[config.mk]
export PLATFORM = sky130hd
export DESIGN_NAME = byte_ring_fifo_line_extract_core_flat
export DESIGN_NICKNAME = d
export VERILOG_FILES = /design/src/hdl/brfle_pkg.sv /design/src/hdl/brfle_in_if.sv /design/src/hdl/brfle_out_if.sv /design/src/hdl/brfle_cfg_if.sv /design/src/hdl/byte_ring_fifo_line_extract_core.sv /design/src/hdl/brfle_ctrl.sv /design/src/hdl/brfle_dp.sv /design/src/flat_wrapper.sv
export SDC_FILE = /design/constraint.sdc
export NUM_CORES = 1
export LEC_CHECK = 0
export ABC_AREA = 1
export BUFFER_PORTS_ARGS = -buffer_cell sky130_fd_sc_hd__clkbuf_2
export CORE_MARGIN = 1.5
export CORE_UTILIZATION = 25
export DETAILED_ROUTE_END_ITERATION = 10
export PLACE_DENSITY_LB_ADDON = 0.15
export REMOVE_ABC_BUFFERS = 1
export SLEW_MARGIN = 20
export SYNTH_ARGS = -nofsm -noshare
export SYNTH_HDL_FRONTEND = slang
export SYNTH_SLANG_ARGS = --single-unit
[constraint.sdc]
create_clock -name clk_i -period 5.2 [get_ports clk_i]
set_input_delay 0.52 -clock clk_i [delete_from_list [all_inputs] [get_ports clk_i]]
set_output_delay 0.52 -clock clk_i [all_outputs]
set_load 0.02 [all_outputs]
[src/hdl/brfle_pkg.sv]
// ----------------------------------------------------------------------------
// brfle_pkg
// Types, codes and constants shared by the byte ring fifo with line extract.
// ----------------------------------------------------------------------------
package brfle_pkg;

  localparam int unsigned DepthDefault = 32;
  localparam int unsigned DataW        = 8;
  localparam int unsigned OpW          = 2;
  localparam int unsigned StatusW      = 2;
  localparam int unsigned LenW         = 5;
  localparam logic [DataW-1:0] TermReset = 8'd13;

  typedef enum logic [OpW-1:0] {
    OpPush    = 2'd0,
    OpPop     = 2'd1,
    OpGetLine = 2'd2,
    OpClear   = 2'd3
  } opcode_e;

  typedef enum logic [StatusW-1:0] {
    StOk     = 2'd0,
    StEmpty  = 2'd1,
    StNoLine = 2'd2,
    StFull   = 2'd3
  } status_e;

  // commands from the controller to the datapath
  typedef struct packed {
    logic    ld_in;
    logic    push;
    logic    clr;
    logic    rd_rptr;
    logic    rd_scan;
    logic    pop_start;
    logic    scan_start;
    logic    scan_adv;
    logic    line_found;
    logic    emit_stat;
    logic    emit_pop;
    status_e stat;
  } brfle_cmd_t;

  // status from the datapath back to the controller
  typedef struct packed {
    opcode_e op;
    logic    full;
    logic    empty;
    logic    match;
    logic    scan_last;
    logic    line_last;
    logic    out_free;
  } brfle_stat_t;

endpackage

[src/hdl/brfle_in_if.sv]
// ----------------------------------------------------------------------------
// brfle_in_if
// Request channel: opcode and data byte with valid/ready handshake.
// ----------------------------------------------------------------------------
interface brfle_in_if;
  logic                        valid;
  logic                        ready;
  logic [brfle_pkg::OpW-1:0]   opcode;
  logic [brfle_pkg::DataW-1:0] data_in;

  modport source (output valid, output opcode, output data_in, input ready);
  modport sink   (input valid, input opcode, input data_in, output ready);
endinterface

[src/hdl/brfle_out_if.sv]
// ----------------------------------------------------------------------------
// brfle_out_if
// Result channel: popped byte, status and fill information.
// ----------------------------------------------------------------------------
interface brfle_out_if;
  logic                          valid;
  logic                          ready;
  logic [brfle_pkg::DataW-1:0]   data_out;
  logic [brfle_pkg::StatusW-1:0] status;
  logic [brfle_pkg::LenW-1:0]    line_length;
  logic [brfle_pkg::LenW-1:0]    fill_level;
  logic                          full_flag;
  logic                          last;

  modport source (output valid, output data_out, output status, output line_length,
                  output fill_level, output full_flag, output last, input ready);
  modport sink   (input valid, input data_out, input status, input line_length,
                  input fill_level, input full_flag, input last, output ready);
endinterface

[src/hdl/brfle_cfg_if.sv]
// ----------------------------------------------------------------------------
// brfle_cfg_if
// Configuration write channel carrying the terminator byte.
// ----------------------------------------------------------------------------
interface brfle_cfg_if;
  logic                        valid;
  logic                        ready;
  logic [brfle_pkg::DataW-1:0] data;

  modport source (output valid, output data, input ready);
  modport sink   (input valid, input data, output ready);
endinterface

[src/hdl/byte_ring_fifo_line_extract_core.sv]
// ----------------------------------------------------------------------------
// byte_ring_fifo_line_extract_core
// Byte ring fifo with push, pop, clear and terminator-delimited line extract.
// ----------------------------------------------------------------------------
// push, clear and status-only requests: result registered once the output
//   register is free; next request taken only after a return to idle
// pop: registered storage read, then the byte goes to the output register
// get line: scanned bytes read then compared, line bytes read then emitted
// reset: pointers zero, terminator 13, storage contents left as they are
module byte_ring_fifo_line_extract_core #(
  parameter int unsigned DEPTH = brfle_pkg::DepthDefault
) (
  input  logic        clk_i,
  input  logic        rst_ni,
  brfle_in_if.sink    in_i,
  brfle_cfg_if.sink   cfg_i,
  brfle_out_if.source out_o
);
  import brfle_pkg::*;

  brfle_cmd_t  cmd;
  brfle_stat_t stat;
  logic        in_ready;

  assign in_i.ready = in_ready;

  brfle_ctrl u_ctrl (
    .clk_i      (clk_i),
    .rst_ni     (rst_ni),
    .in_valid_i (in_i.valid),
    .in_ready_o (in_ready),
    .stat_i     (stat),
    .cmd_o      (cmd)
  );

  brfle_dp #(
    .DEPTH (DEPTH)
  ) u_dp (
    .clk_i     (clk_i),
    .rst_ni    (rst_ni),
    .opcode_i  (in_i.opcode),
    .data_in_i (in_i.data_in),
    .cmd_i     (cmd),
    .stat_o    (stat),
    .cfg_i     (cfg_i),
    .out_o     (out_o)
  );

  // one request in flight at a time
  a_one_in_flight: assert property (@(posedge clk_i) disable iff (!rst_ni)
    (in_i.valid && in_ready) |=> !in_ready)
    else $error("request taken while another is in flight");

  // a full ring never takes a byte
  a_no_push_full: assert property (@(posedge clk_i) disable iff (!rst_ni)
    cmd.push |-> !stat.full)
    else $error("push into full ring");

  // results only load into a free output register
  a_emit_free: assert property (@(posedge clk_i) disable iff (!rst_ni)
    (cmd.emit_stat || cmd.emit_pop) |-> stat.out_free)
    else $error("result overwrote a pending result");

  // a byte is only popped when the ring holds one
  a_pop_nonempty: assert property (@(posedge clk_i) disable iff (!rst_ni)
    cmd.emit_pop |-> !stat.empty)
    else $error("pop from empty ring");

endmodule

[src/hdl/brfle_ctrl.sv]
// ----------------------------------------------------------------------------
// brfle_ctrl
// Sequencer for push, pop, line scan, line extraction and clear.
// ----------------------------------------------------------------------------
module brfle_ctrl (
  input  logic                   clk_i,
  input  logic                   rst_ni,
  input  logic                   in_valid_i,
  output logic                   in_ready_o,
  input  brfle_pkg::brfle_stat_t stat_i,
  output brfle_pkg::brfle_cmd_t  cmd_o
);
  import brfle_pkg::*;

  localparam logic [2:0] SIdle     = 3'd0;
  localparam logic [2:0] SExec     = 3'd1;
  localparam logic [2:0] SScanRd   = 3'd2;
  localparam logic [2:0] SScanCmp  = 3'd3;
  localparam logic [2:0] SLineRd   = 3'd4;
  localparam logic [2:0] SLineEmit = 3'd5;

  logic [2:0] state_q, state_d;

  assign in_ready_o = (state_q == SIdle);

  always_comb begin
    state_d = state_q;
    cmd_o   = '0;
    cmd_o.stat = StOk;
    unique case (state_q)
      SIdle: begin
        if (in_valid_i) begin
          cmd_o.ld_in = 1'b1;
          state_d     = SExec;
        end
      end
      SExec: begin
        unique case (stat_i.op)
          OpPush: begin
            if (stat_i.out_free) begin
              cmd_o.emit_stat = 1'b1;
              if (stat_i.full) begin
                cmd_o.stat = StFull;
              end else begin
                cmd_o.push = 1'b1;
              end
              state_d = SIdle;
            end
          end
          OpClear: begin
            if (stat_i.out_free) begin
              cmd_o.clr       = 1'b1;
              cmd_o.emit_stat = 1'b1;
              state_d         = SIdle;
            end
          end
          OpPop: begin
            if (stat_i.empty) begin
              if (stat_i.out_free) begin
                cmd_o.emit_stat = 1'b1;
                cmd_o.stat      = StEmpty;
                state_d         = SIdle;
              end
            end else begin
              cmd_o.rd_rptr   = 1'b1;
              cmd_o.pop_start = 1'b1;
              state_d         = SLineEmit;
            end
          end
          OpGetLine: begin
            if (stat_i.empty) begin
              if (stat_i.out_free) begin
                cmd_o.emit_stat = 1'b1;
                cmd_o.stat      = StNoLine;
                state_d         = SIdle;
              end
            end else begin
              cmd_o.scan_start = 1'b1;
              state_d          = SScanRd;
            end
          end
          default: state_d = SIdle;
        endcase
      end
      SScanRd: begin
        cmd_o.rd_scan = 1'b1;
        state_d       = SScanCmp;
      end
      SScanCmp: begin
        priority if (stat_i.match) begin
          cmd_o.line_found = 1'b1;
          state_d          = SLineRd;
        end else if (stat_i.scan_last) begin
          if (stat_i.out_free) begin
            cmd_o.emit_stat = 1'b1;
            cmd_o.stat      = StNoLine;
            state_d         = SIdle;
          end
        end else begin
          cmd_o.scan_adv = 1'b1;
          state_d        = SScanRd;
        end
      end
      SLineRd: begin
        cmd_o.rd_rptr = 1'b1;
        state_d       = SLineEmit;
      end
      SLineEmit: begin
        if (stat_i.out_free) begin
          cmd_o.emit_pop = 1'b1;
          state_d        = stat_i.line_last ? SIdle : SLineRd;
        end
      end
      default: state_d = SIdle;
    endcase
  end

  always_ff @(posedge clk_i or negedge rst_ni) begin
    if (!rst_ni) begin
      state_q <= SIdle;
    end else begin
      state_q <= state_d;
    end
  end

endmodule

[src/hdl/brfle_dp.sv]
// ----------------------------------------------------------------------------
// brfle_dp
// Byte storage, pointers, scan counters, terminator and result register.
// ----------------------------------------------------------------------------
module brfle_dp #(
  parameter int unsigned DEPTH = brfle_pkg::DepthDefault
) (
  input  logic                          clk_i,
  input  logic                          rst_ni,
  input  logic [brfle_pkg::OpW-1:0]     opcode_i,
  input  logic [brfle_pkg::DataW-1:0]   data_in_i,
  input  brfle_pkg::brfle_cmd_t         cmd_i,
  output brfle_pkg::brfle_stat_t        stat_o,
  brfle_cfg_if.sink                     cfg_i,
  brfle_out_if.source                   out_o
);
  import brfle_pkg::*;

  localparam int unsigned PtrW = $clog2(DEPTH);

  logic [DataW-1:0] mem [DEPTH];
  logic [DataW-1:0] rdata_q;
  logic [DataW-1:0] din_q;
  logic [DataW-1:0] term_q;
  opcode_e          op_q;

  logic [PtrW-1:0] wptr_q, wptr_d;
  logic [PtrW-1:0] rptr_q, rptr_d;
  logic [PtrW-1:0] scan_ptr_q;
  logic [PtrW-1:0] cnt_q;
  logic [PtrW-1:0] len_q;
  logic [PtrW-1:0] rem_q;
  logic            is_line_q;
  logic [PtrW-1:0] fill, fill_next, rd_addr;
  logic            emit;

  logic                out_valid_q;
  logic [DataW-1:0]    data_out_q;
  status_e             status_q;
  logic [LenW-1:0]     line_length_q;
  logic [LenW-1:0]     fill_level_q;
  logic                full_flag_q;
  logic                last_q;

  assign fill      = wptr_q - rptr_q;
  assign emit      = cmd_i.emit_stat | cmd_i.emit_pop;
  assign rd_addr   = cmd_i.rd_scan ? scan_ptr_q : rptr_q;

  always_comb begin
    wptr_d = wptr_q;
    rptr_d = rptr_q;
    if (cmd_i.clr) begin
      wptr_d = '0;
      rptr_d = '0;
    end else begin
      if (cmd_i.push)     wptr_d = wptr_q + 1'b1;
      if (cmd_i.emit_pop) rptr_d = rptr_q + 1'b1;
    end
  end

  // level seen by the result is the one after this transaction
  assign fill_next = wptr_d - rptr_d;

  assign stat_o.op        = op_q;
  assign stat_o.full      = (fill == {PtrW{1'b1}});
  assign stat_o.empty     = (fill == '0);
  assign stat_o.match     = (rdata_q == term_q);
  assign stat_o.scan_last = ((cnt_q + 1'b1) == fill);
  assign stat_o.line_last = (rem_q == PtrW'(1));
  assign stat_o.out_free  = !out_valid_q || out_o.ready;

  assign cfg_i.ready = 1'b1;

  // storage, no reset: only entries between the pointers are read
  always_ff @(posedge clk_i) begin
    if (cmd_i.push) begin
      mem[wptr_q] <= din_q;
    end
    if (cmd_i.rd_rptr || cmd_i.rd_scan) begin
      rdata_q <= mem[rd_addr];
    end
  end

  always_ff @(posedge clk_i) begin
    if (cmd_i.ld_in) begin
      op_q  <= opcode_e'(opcode_i);
      din_q <= data_in_i;
    end
    if (emit) begin
      data_out_q    <= cmd_i.emit_pop ? rdata_q : '0;
      status_q      <= cmd_i.emit_pop ? StOk : cmd_i.stat;
      line_length_q <= (cmd_i.emit_pop && is_line_q) ? LenW'(len_q) : '0;
      fill_level_q  <= LenW'(fill_next);
      full_flag_q   <= (fill_next == {PtrW{1'b1}});
      last_q        <= cmd_i.emit_pop ? (rem_q == PtrW'(1)) : 1'b1;
    end
  end

  always_ff @(posedge clk_i or negedge rst_ni) begin
    if (!rst_ni) begin
      wptr_q      <= '0;
      rptr_q      <= '0;
      scan_ptr_q  <= '0;
      cnt_q       <= '0;
      len_q       <= '0;
      rem_q       <= '0;
      is_line_q   <= 1'b0;
      term_q      <= TermReset;
      out_valid_q <= 1'b0;
    end else begin
      wptr_q <= wptr_d;
      rptr_q <= rptr_d;
      if (cfg_i.valid) begin
        term_q <= cfg_i.data;
      end
      if (cmd_i.scan_start) begin
        scan_ptr_q <= rptr_q;
        cnt_q      <= '0;
      end else if (cmd_i.scan_adv) begin
        scan_ptr_q <= scan_ptr_q + 1'b1;
        cnt_q      <= cnt_q + 1'b1;
      end
      if (cmd_i.pop_start) begin
        rem_q     <= PtrW'(1);
        is_line_q <= 1'b0;
      end else if (cmd_i.line_found) begin
        len_q     <= cnt_q + 1'b1;
        rem_q     <= cnt_q + 1'b1;
        is_line_q <= 1'b1;
      end else if (cmd_i.emit_pop) begin
        rem_q <= rem_q - 1'b1;
      end
      if (emit) begin
        out_valid_q <= 1'b1;
      end else if (out_o.ready) begin
        out_valid_q <= 1'b0;
      end
    end
  end

  assign out_o.valid       = out_valid_q;
  assign out_o.data_out    = data_out_q;
  assign out_o.status      = status_q;
  assign out_o.line_length = line_length_q;
  assign out_o.fill_level  = fill_level_q;
  assign out_o.full_flag   = full_flag_q;
  assign out_o.last        = last_q;

endmodule

[src/flat_wrapper.sv]
// flat-port wrapper written by rule: the top's interface ports become plain ports
module byte_ring_fifo_line_extract_core_flat import brfle_pkg::*;
#(
  parameter int unsigned DEPTH = brfle_pkg::DepthDefault
)
  (clk_i, rst_ni, in_i_valid, in_i_opcode, in_i_data_in, in_i_ready, cfg_i_valid, cfg_i_data, cfg_i_ready, out_o_valid, out_o_data_out, out_o_status, out_o_line_length, out_o_fill_level, out_o_full_flag, out_o_last, out_o_ready);
  brfle_in_if in_i_i ();
  brfle_cfg_if cfg_i_i ();
  brfle_out_if out_o_i ();
  input  logic clk_i;
  input  logic rst_ni;
  input wire logic [$bits(in_i_i.valid)-1:0] in_i_valid;
  input wire logic [$bits(in_i_i.opcode)-1:0] in_i_opcode;
  input wire logic [$bits(in_i_i.data_in)-1:0] in_i_data_in;
  output wire logic [$bits(in_i_i.ready)-1:0] in_i_ready;
  input wire logic [$bits(cfg_i_i.valid)-1:0] cfg_i_valid;
  input wire logic [$bits(cfg_i_i.data)-1:0] cfg_i_data;
  output wire logic [$bits(cfg_i_i.ready)-1:0] cfg_i_ready;
  output wire logic [$bits(out_o_i.valid)-1:0] out_o_valid;
  output wire logic [$bits(out_o_i.data_out)-1:0] out_o_data_out;
  output wire logic [$bits(out_o_i.status)-1:0] out_o_status;
  output wire logic [$bits(out_o_i.line_length)-1:0] out_o_line_length;
  output wire logic [$bits(out_o_i.fill_level)-1:0] out_o_fill_level;
  output wire logic [$bits(out_o_i.full_flag)-1:0] out_o_full_flag;
  output wire logic [$bits(out_o_i.last)-1:0] out_o_last;
  input wire logic [$bits(out_o_i.ready)-1:0] out_o_ready;
  assign in_i_i.valid = in_i_valid;
  assign in_i_i.opcode = in_i_opcode;
  assign in_i_i.data_in = in_i_data_in;
  assign in_i_ready = in_i_i.ready;
  assign cfg_i_i.valid = cfg_i_valid;
  assign cfg_i_i.data = cfg_i_data;
  assign cfg_i_ready = cfg_i_i.ready;
  assign out_o_valid = out_o_i.valid;
  assign out_o_data_out = out_o_i.data_out;
  assign out_o_status = out_o_i.status;
  assign out_o_line_length = out_o_i.line_length;
  assign out_o_fill_level = out_o_i.fill_level;
  assign out_o_full_flag = out_o_i.full_flag;
  assign out_o_last = out_o_i.last;
  assign out_o_i.ready = out_o_ready;
  byte_ring_fifo_line_extract_core #(.DEPTH(DEPTH)) u_core (.clk_i(clk_i), .rst_ni(rst_ni), .in_i(in_i_i), .cfg_i(cfg_i_i), .out_o(out_o_i));
endmodule
==> results of run 1 <==
stage by stage:
stage	std cells	total power, uW	hold WS, ns
2_1_floorplan	1423	6240	0.224
3_3_place_gp	2273	7880	0.459
3_5_place_dp	2273	7870	0.462
4_1_cts	2348	10700	0.0499
5_1_grt	2348	11300	0.0756
6_report	2348	10500	0.0409
worst paths after layout:
check / from / end / slack, ns / cells after the start
max: u_core.u_dp.wptr_q[0] / u_core.u_dp.out_o.fill_level[4] / 1.27 / 23
max in group asynchronous: rst_ni / u_core.u_dp.term_q[6] / 4.72 / 2
min: rst_ni / u_core.u_dp.len_q[3] / 0.04 / 2
max reg2reg: u_core.u_dp.wptr_q[0] / u_core.u_dp.out_o.fill_level[4] / 1.27 / 23
min in group clk_i: in_i_opcode[1] / u_core.u_dp.op_q[1] / 0.13 / 1
min reg2reg: u_core.u_dp.is_line_q / u_core.u_dp.is_line_q / 0.48 / 2
power breakdown:
group | internal, uW | total [uW] | switching (uW)
combinational | 1150 | 4150 | 3000
sequential | 3390 | 3590 | 198
clock | 1640 | 2790 | 1150
sequential cells by signal, indices dropped and copies added, names as in the netlist, 2 cells and up:
| register | flops |
|---|---|
| u_core.u_dp.rem_q | 5 |
| u_core.u_dp.rptr_q | 5 |
| u_core.u_dp.cnt_q | 5 |
| u_core.u_dp.wptr_q | 5 |
| u_core.u_dp.din_q | 8 |
| u_core.u_dp.out_o.data_out | 8 |
| u_core.u_dp.len_q | 5 |
| u_core.u_dp.rdata_q | 8 |
| u_core.u_dp.scan_ptr_q | 5 |
| u_core.u_dp.out_o.fill_level | 5 |
| u_core.u_ctrl.state_q | 3 |
| u_core.u_dp.term_q | 8 |
| u_core.u_dp.out_o.line_length | 5 |
| u_core.u_dp.out_o.status | 2 |
| u_core.u_dp.op_q | 2 |
| u_core.u_dp.mem | 256 |
cell type report:
class                      count  area [um2]
tap                          782         978
fill                        6262       42800
clock buffer                  59        1140
sequential                   339        9970
inverter                     181         679
multi-input combinational    903        4370
clock inverter                16         156
timing repair buffer          68         420
Yosys cell counts:
| cell type | n |
|---|---|
| o21ai_2 | 2 |
| nand2_1 | 466 |
| a21oi_1 | 11 |
| o21ai_0 | 29 |
| o21a_1 | 2 |
| dfstp_2 | 3 |
| nand3b_1 | 26 |
| edfxtp_1 | 296 |
| nor2_1 | 73 |
| inv_1 | 177 |
| nor3_4 | 1 |
| nor3_1 | 10 |
| buf_6 | 3 |
| buf_1 | 2 |
| nand3_2 | 2 |
| conb_1 | 1 |
| buf_4 | 11 |
| o21bai_1 | 1 |
| clkbuf_1 | 16 |
| clkinv_1 | 1 |
| o2111ai_1 | 1 |
| xor2_1 | 9 |
| nand2_4 | 3 |
| fa_1 | 2 |
| or2_2 | 2 |
| nor2_4 | 1 |
| o21ai_1 | 2 |
| nand4_1 | 13 |
| o31ai_1 | 1 |
| o211ai_1 | 48 |
| nor3b_1 | 1 |
| ha_1 | 22 |
| dfrtp_1 | 40 |
| xnor2_1 | 1 |
| inv_2 | 3 |
| nand3_1 | 173 |
| buf_2 | 25 |
cells by family after synthesis:
family                   after synthesis
AND/OR/NAND/NOR                      771
flip-flops                           339
XOR/XNOR                              10
buffers and inverters                238
other                                  1
AO/OA/AOI/OAI                         97
adder cells (fa/ha/maj)               24
critical path: stages, from the launching register on:
cell     delay [ns]
dfrtp_1        0.41
inv_1          0.15
ha_1           0.16
inv_1          0.06
fa_1           0.58
inv_1          0.07
nor3_1         0.18
nand3_1        0.16
nand2_1        0.23
inv_1          0.13
o21ai_0        0.16
nor2_1         0.07
inv_1          0.06
ha_1           0.14
inv_1          0.07
fa_1           0.46
nand3_1        0.09
nand3_1        0.09
inv_1          0.06
nand2_1        0.05
nand2_1        0.07
nand4_1        0.09
nand2_1        0.10
inv_1          0.04
metal layers:
| metal | GRT usage [%] | vias up | wire, um |
|---|---|---|---|
| met1 | 18.0 | 5048 | 19400 |
| met5 | 0 | - | 0 |
| met4 | 3.95 | 0 | 871 |
| li1 | - | 5068 | - |
| met2 | 22.8 | 193 | 20200 |
| met3 | 2.22 | 60 | 1710 |
==> metrics.txt, run 1 <==
status completed; RSZ-0062 raised after global routing no; critical path startpoint category flop; maximum VDD drop 0.507 mV; setup TNS 0 ns; Post-Synth XOR/XNOR Area 0.572%; vias per cell 4.42; worst-skew pair later-pin latency 0.57 ns; core area 0.0605 mm2; syn avg cell area 10.3 um2; worst relative slew slack 30.2%; Post-CTS Setup Inserts 0; final WL 42200 um; power density over cell area 594 mW/mm2; first-pass GRT wire length 64100 um; First-pass DRT Iterations 4; Hold Path Class in -> async; final instance area 0.0177 mm2; dpl ws 1.26 ns; Slew Limit Fails 0; post-synthesis adder-cell area fraction 2.06%; ANT nets after route 0; CP max FO 7; Final WS setup 1.27 ns; NumNets Final 1581; # Max-Cap Violations 0; die footprint 0.0627 mm2; Setup Viol. Count Final 0; antenna diode count 0; post-synth top area share 58.1%; Cell Rows 90; initial antenna violation count 0; FMAX 255 MHz; CTS tree built; Yosys reg bits 339; endpoints failing hold 0; largest family of logic cells by synthesized area simple AND/OR/NAND/NOR gates; Yosys cell types 37; hpwl dp 26100 um; Routed WL per cell 18.0 um; Root Buffer Master clkbuf_16; Post-Syn Instances 1480; Synth area leaders edfxtp_1, nand2_1, dfrtp_1; TritonCTS Sinks 339; GRT Total Usage 13.6%; simple-gate share of the synthesized area 21.7%; largest net degree at the start of global routing 177; DRT iter0 DRCs 646; Port Buffers 46; Final Wtd Congestion 0.800; synthesized area 0.0153 mm2; post-synthesis sequential area ratio 65.1%; fin crit period 3.93 ns; most common cell after layout, fill and taps aside nand2_1; DRC errors left 0; Post-CTS Hold Fix Bufs 0; Synth area leader edfxtp_1; Clock Tree Buf Depth 3; worst endpoint required time 5.52 ns; CTS-repair resized insts 0; CP Class reg -> reg; vias 10400; mux cell area share after synthesis 0%; Max Clock Skew 0.0226 ns; vias in the first global route 10200; Die Span Y 250 um; CTS H-tree lvls 2; Least-Margin Pin Slew 1.04 ns; layout cells sized above 1 9.20%; final core utilization 29.3%; total CTS buffers 41; most frequent cells in the layout nand2_1, edfxtp_1, inv_1, nand3_1, nor2_1; Final Cycle Share 75.5%; Critical Path AT 4.25 ns; total grt overflow 0; placed standard-cell area 0.0164 mm2; Area Growth Syn to Fin 15.7%; complex-gate fraction of the synthesized area 4.10%; Synth warnings 0; Die Width 250 um; Crit. End Element flop; Leakage 0.00716 uW; Initial Utilization 25.3%; # IOs 48; Clock Pin Slew Worst Setup and Hold Paths 0.06 ns
Note: power is estimated with default switching activity, not from simulation.
==> run 2, diff against run 1 <==
==> constraint.sdc (replaced) <==
create_clock -name clk_i -period 4.1 [get_ports clk_i]
set_input_delay 0.41 -clock clk_i [delete_from_list [all_inputs] [get_ports clk_i]]
set_output_delay 0.41 -clock clk_i [all_outputs]
set_load 0.02 [all_outputs]
==> run 2 against run 1 <==
  * Clock-buffer cell count is 4 lower
  * Highest routed layer unchanged
  * First-iteration DRC count up 24%
  * Sequential share of layout area shrank 1.1 points
  * Maximum frequency up 4.6%
  * Total power up 27%
  * Via count is 2.2% higher
==> metrics.txt, run 2 (synthesis results as in run 1) <==
Clock Tree Buf Depth 3 (unchanged); Clk pwr share 25.6% (-0.9 points); Comb pwr share 40.4% (+0.9 points); setup slack, reg-to-reg 0.35 ns (-0.93 ns); Slew Limit Fails 0 (unchanged); GRT Total Usage 13.8% (+0.15 points); most frequent cells in the layout nand2_1, edfxtp_1, inv_1, nand3_1, nor2_1; Crit. End Element flop; Area Growth Syn to Fin 18.0%; Max Clock Skew 0.0258 ns (+0.00315 ns); total CTS buffers 41 (unchanged); Routed WL per cell 17.8 um (-0.96%); Setup Viol. Count Final 0 (unchanged); critical path startpoint category flop; RSZ-0062 raised after global routing no; Root Buffer Master clkbuf_16; Critical Path AT 4.07 ns (-0.18 ns); core area 0.0605 mm2 (unchanged); CP max FO 5 (-2); DRC errors left 0 (unchanged); Least-Margin Pin Slew 0.817 ns (-0.224 ns); TritonCTS Sinks 339 (unchanged); Internal Power 7800 uW (+26%); status completed; vias per cell 4.42 (+0.15%); CTS H-tree lvls 2 (unchanged); CP Class reg -> reg; # Max-Cap Violations 0 (unchanged); register share of total power 33.9% (-0.2 points); initial antenna violation count 1 (+1); NumNets Final 1630 (+3.1%); First-pass DRT Iterations 5 (+1); Port Buffers 46 (unchanged); Final Wtd Congestion 0.818 (+2.3%); worst-skew pair later-pin latency 0.57 ns (about the same); total grt overflow 0 (unchanged); largest reg by FF count u_core.u_dp.mem; Hold Path Class in -> reg; fin crit period 3.75 ns (-0.174 ns); first-pass GRT wire length 65400 um (+1.9%); antenna diode count 0 (unchanged); final WL 42700 um (+1.0%); endpoints failing hold 0 (unchanged); vias 10600 (+2.2%); sw frac 41.5% (+0.24 points); Layout Cells excl Fill 2395 (+2.0%); Initial Utilization 25.3% (unchanged); # IOs 48 (unchanged); ANT nets after route 0 (unchanged); power density over cell area 739 mW/mm2 (+24%); worst relative slew slack 45.5% (+15 points); most common cell after layout, fill and taps aside nand2_1; CTS tree built; maximum VDD drop 0.352 mV (-31%); DRT iter0 DRCs 800 (+24%); sw power 5540 uW (+27%); largest net degree at the start of global routing 97 (-45%); Die Span Y 250 um (unchanged); vias in the first global route 10500 (+2.8%); Clock Pin Slew Worst Setup and Hold Paths 0.06 ns (about the same); hpwl dp 27000 um (+3.2%); max reg flops 256 (unchanged); Final Cycle Share 91.5% (+16 points); Cell Rows 90 (unchanged); Cells after DPL 2310 (+1.6%); setup TNS 0 ns (unchanged); worst endpoint required time 4.41 ns (-1.11 ns); layout cells sized above 1 11.3% (+2.1 points); Leakage 0.00738 uW (+3.0%); # fillers 6231 (-0.50%); Die Width 250 um (unchanged); die footprint 0.0627 mm2 (unchanged); FMAX 267 MHz (+4.6%)
==> run 2: changes by cell type in the layout (fill, tap and decap cells not counted), sizes merged <==
cell,before,now
buf,22,61
bufinv,2,1
clkbuf,105,101
clkinv,13,16
clkinvlp,0,1
dlygate4sd3,0,10
inv,182,181
==> run 2: stage by stage <==
stage / power (uW) / worst slack [ns] / cell area (um2) / util (%) / hold WS, ns
2_1_floorplan: 7910 / 0.597 / 15000 / - / 0.114
3_3_place_gp: 10100 / 0.324 / 16700 / 27.6 / 0.461
3_5_place_dp: 10000 / 0.294 / 16700 / 27.6 / 0.462
4_1_cts: 13500 / 0.277 / 18000 / 29.8 / 0.00363
5_1_grt: 14300 / 0.0202 / 18100 / 29.9 / 0.0153
6_report: 13300 / 0.348 / 18100 / 29.9 / 0.0397
==> run 2: routing by layer <==
metal	track usage (%)	part of all wire, %	up-vias
met4	4.64	2.8	0
met1	18.7	47	5128
li1	-	-	5169
met5	0	0	-
met3	2.39	4.5	74
met2	22.1	46	221
==> run 2: final timing paths <==
path | from | to | depth (start not counted)
worst max-delay path | u_core.u_dp.wptr_q[0] | u_core.u_dp.out_o.fill_level[4] | 23
worst min-delay path | in_i_opcode[0] | u_core.u_dp.op_q[0] | 1
worst max register to register | u_core.u_dp.wptr_q[0] | u_core.u_dp.out_o.fill_level[4] | 23
worst min register to register | u_core.u_dp.is_line_q | u_core.u_dp.is_line_q | 2
max in group asynchronous | rst_ni | u_core.u_dp.term_q[7] | 3
min in group asynchronous | rst_ni | u_core.u_dp.len_q[2] | 3
==> run 2: timing repair <==
item	CTS	global route
hold buffers	10	0
buffers inserted	0	2
endpoints found under the setup margin	0	2
endpoints found under the hold margin	49	0
resized for setup	0	3
==> run 2: power by group through the flow <==
stage	combinational [uW]	clock (uW)	sequential, uW
final	5390	3420	4530
after global routing	6070	3660	4580
after CTS	5450	3540	4530
after detailed placement	5430	0	4600
after global placement	5460	0	4590
after floorplan	3180	0	4730
==> run 2: layout make-up <==
type / instances / area (um2) / share of cell area, %
Inverter: 181 / 679 / 3.76
Sequential cell: 339 / 9970 / 55.2
Tap cell: 782 / 978 / 5.42
Clock inverter: 18 / 139 / 0.769
Clock buffer: 55 / 1110 / 6.15
Multi-Input combinational cell: 903 / 4360 / 24.1
Timing Repair Buffer: 117 / 826 / 4.57
==> run 2: critical path, stage by stage (launching register included) <==
cell,delay [ns]
dfrtp_1,0.42
inv_2,0.11
ha_1,0.14
inv_1,0.06
fa_1,0.59
inv_1,0.07
nor3_1,0.20
nand3_1,0.16
nand2_1,0.13
inv_1,0.09
o21ai_1,0.13
nor2_1,0.08
inv_1,0.06
ha_1,0.13
inv_1,0.06
fa_1,0.46
nand3_1,0.09
nand3_1,0.08
inv_1,0.06
nand2_1,0.04
nand2_1,0.09
nand4_1,0.10
nand2_1,0.11
inv_1,0.04
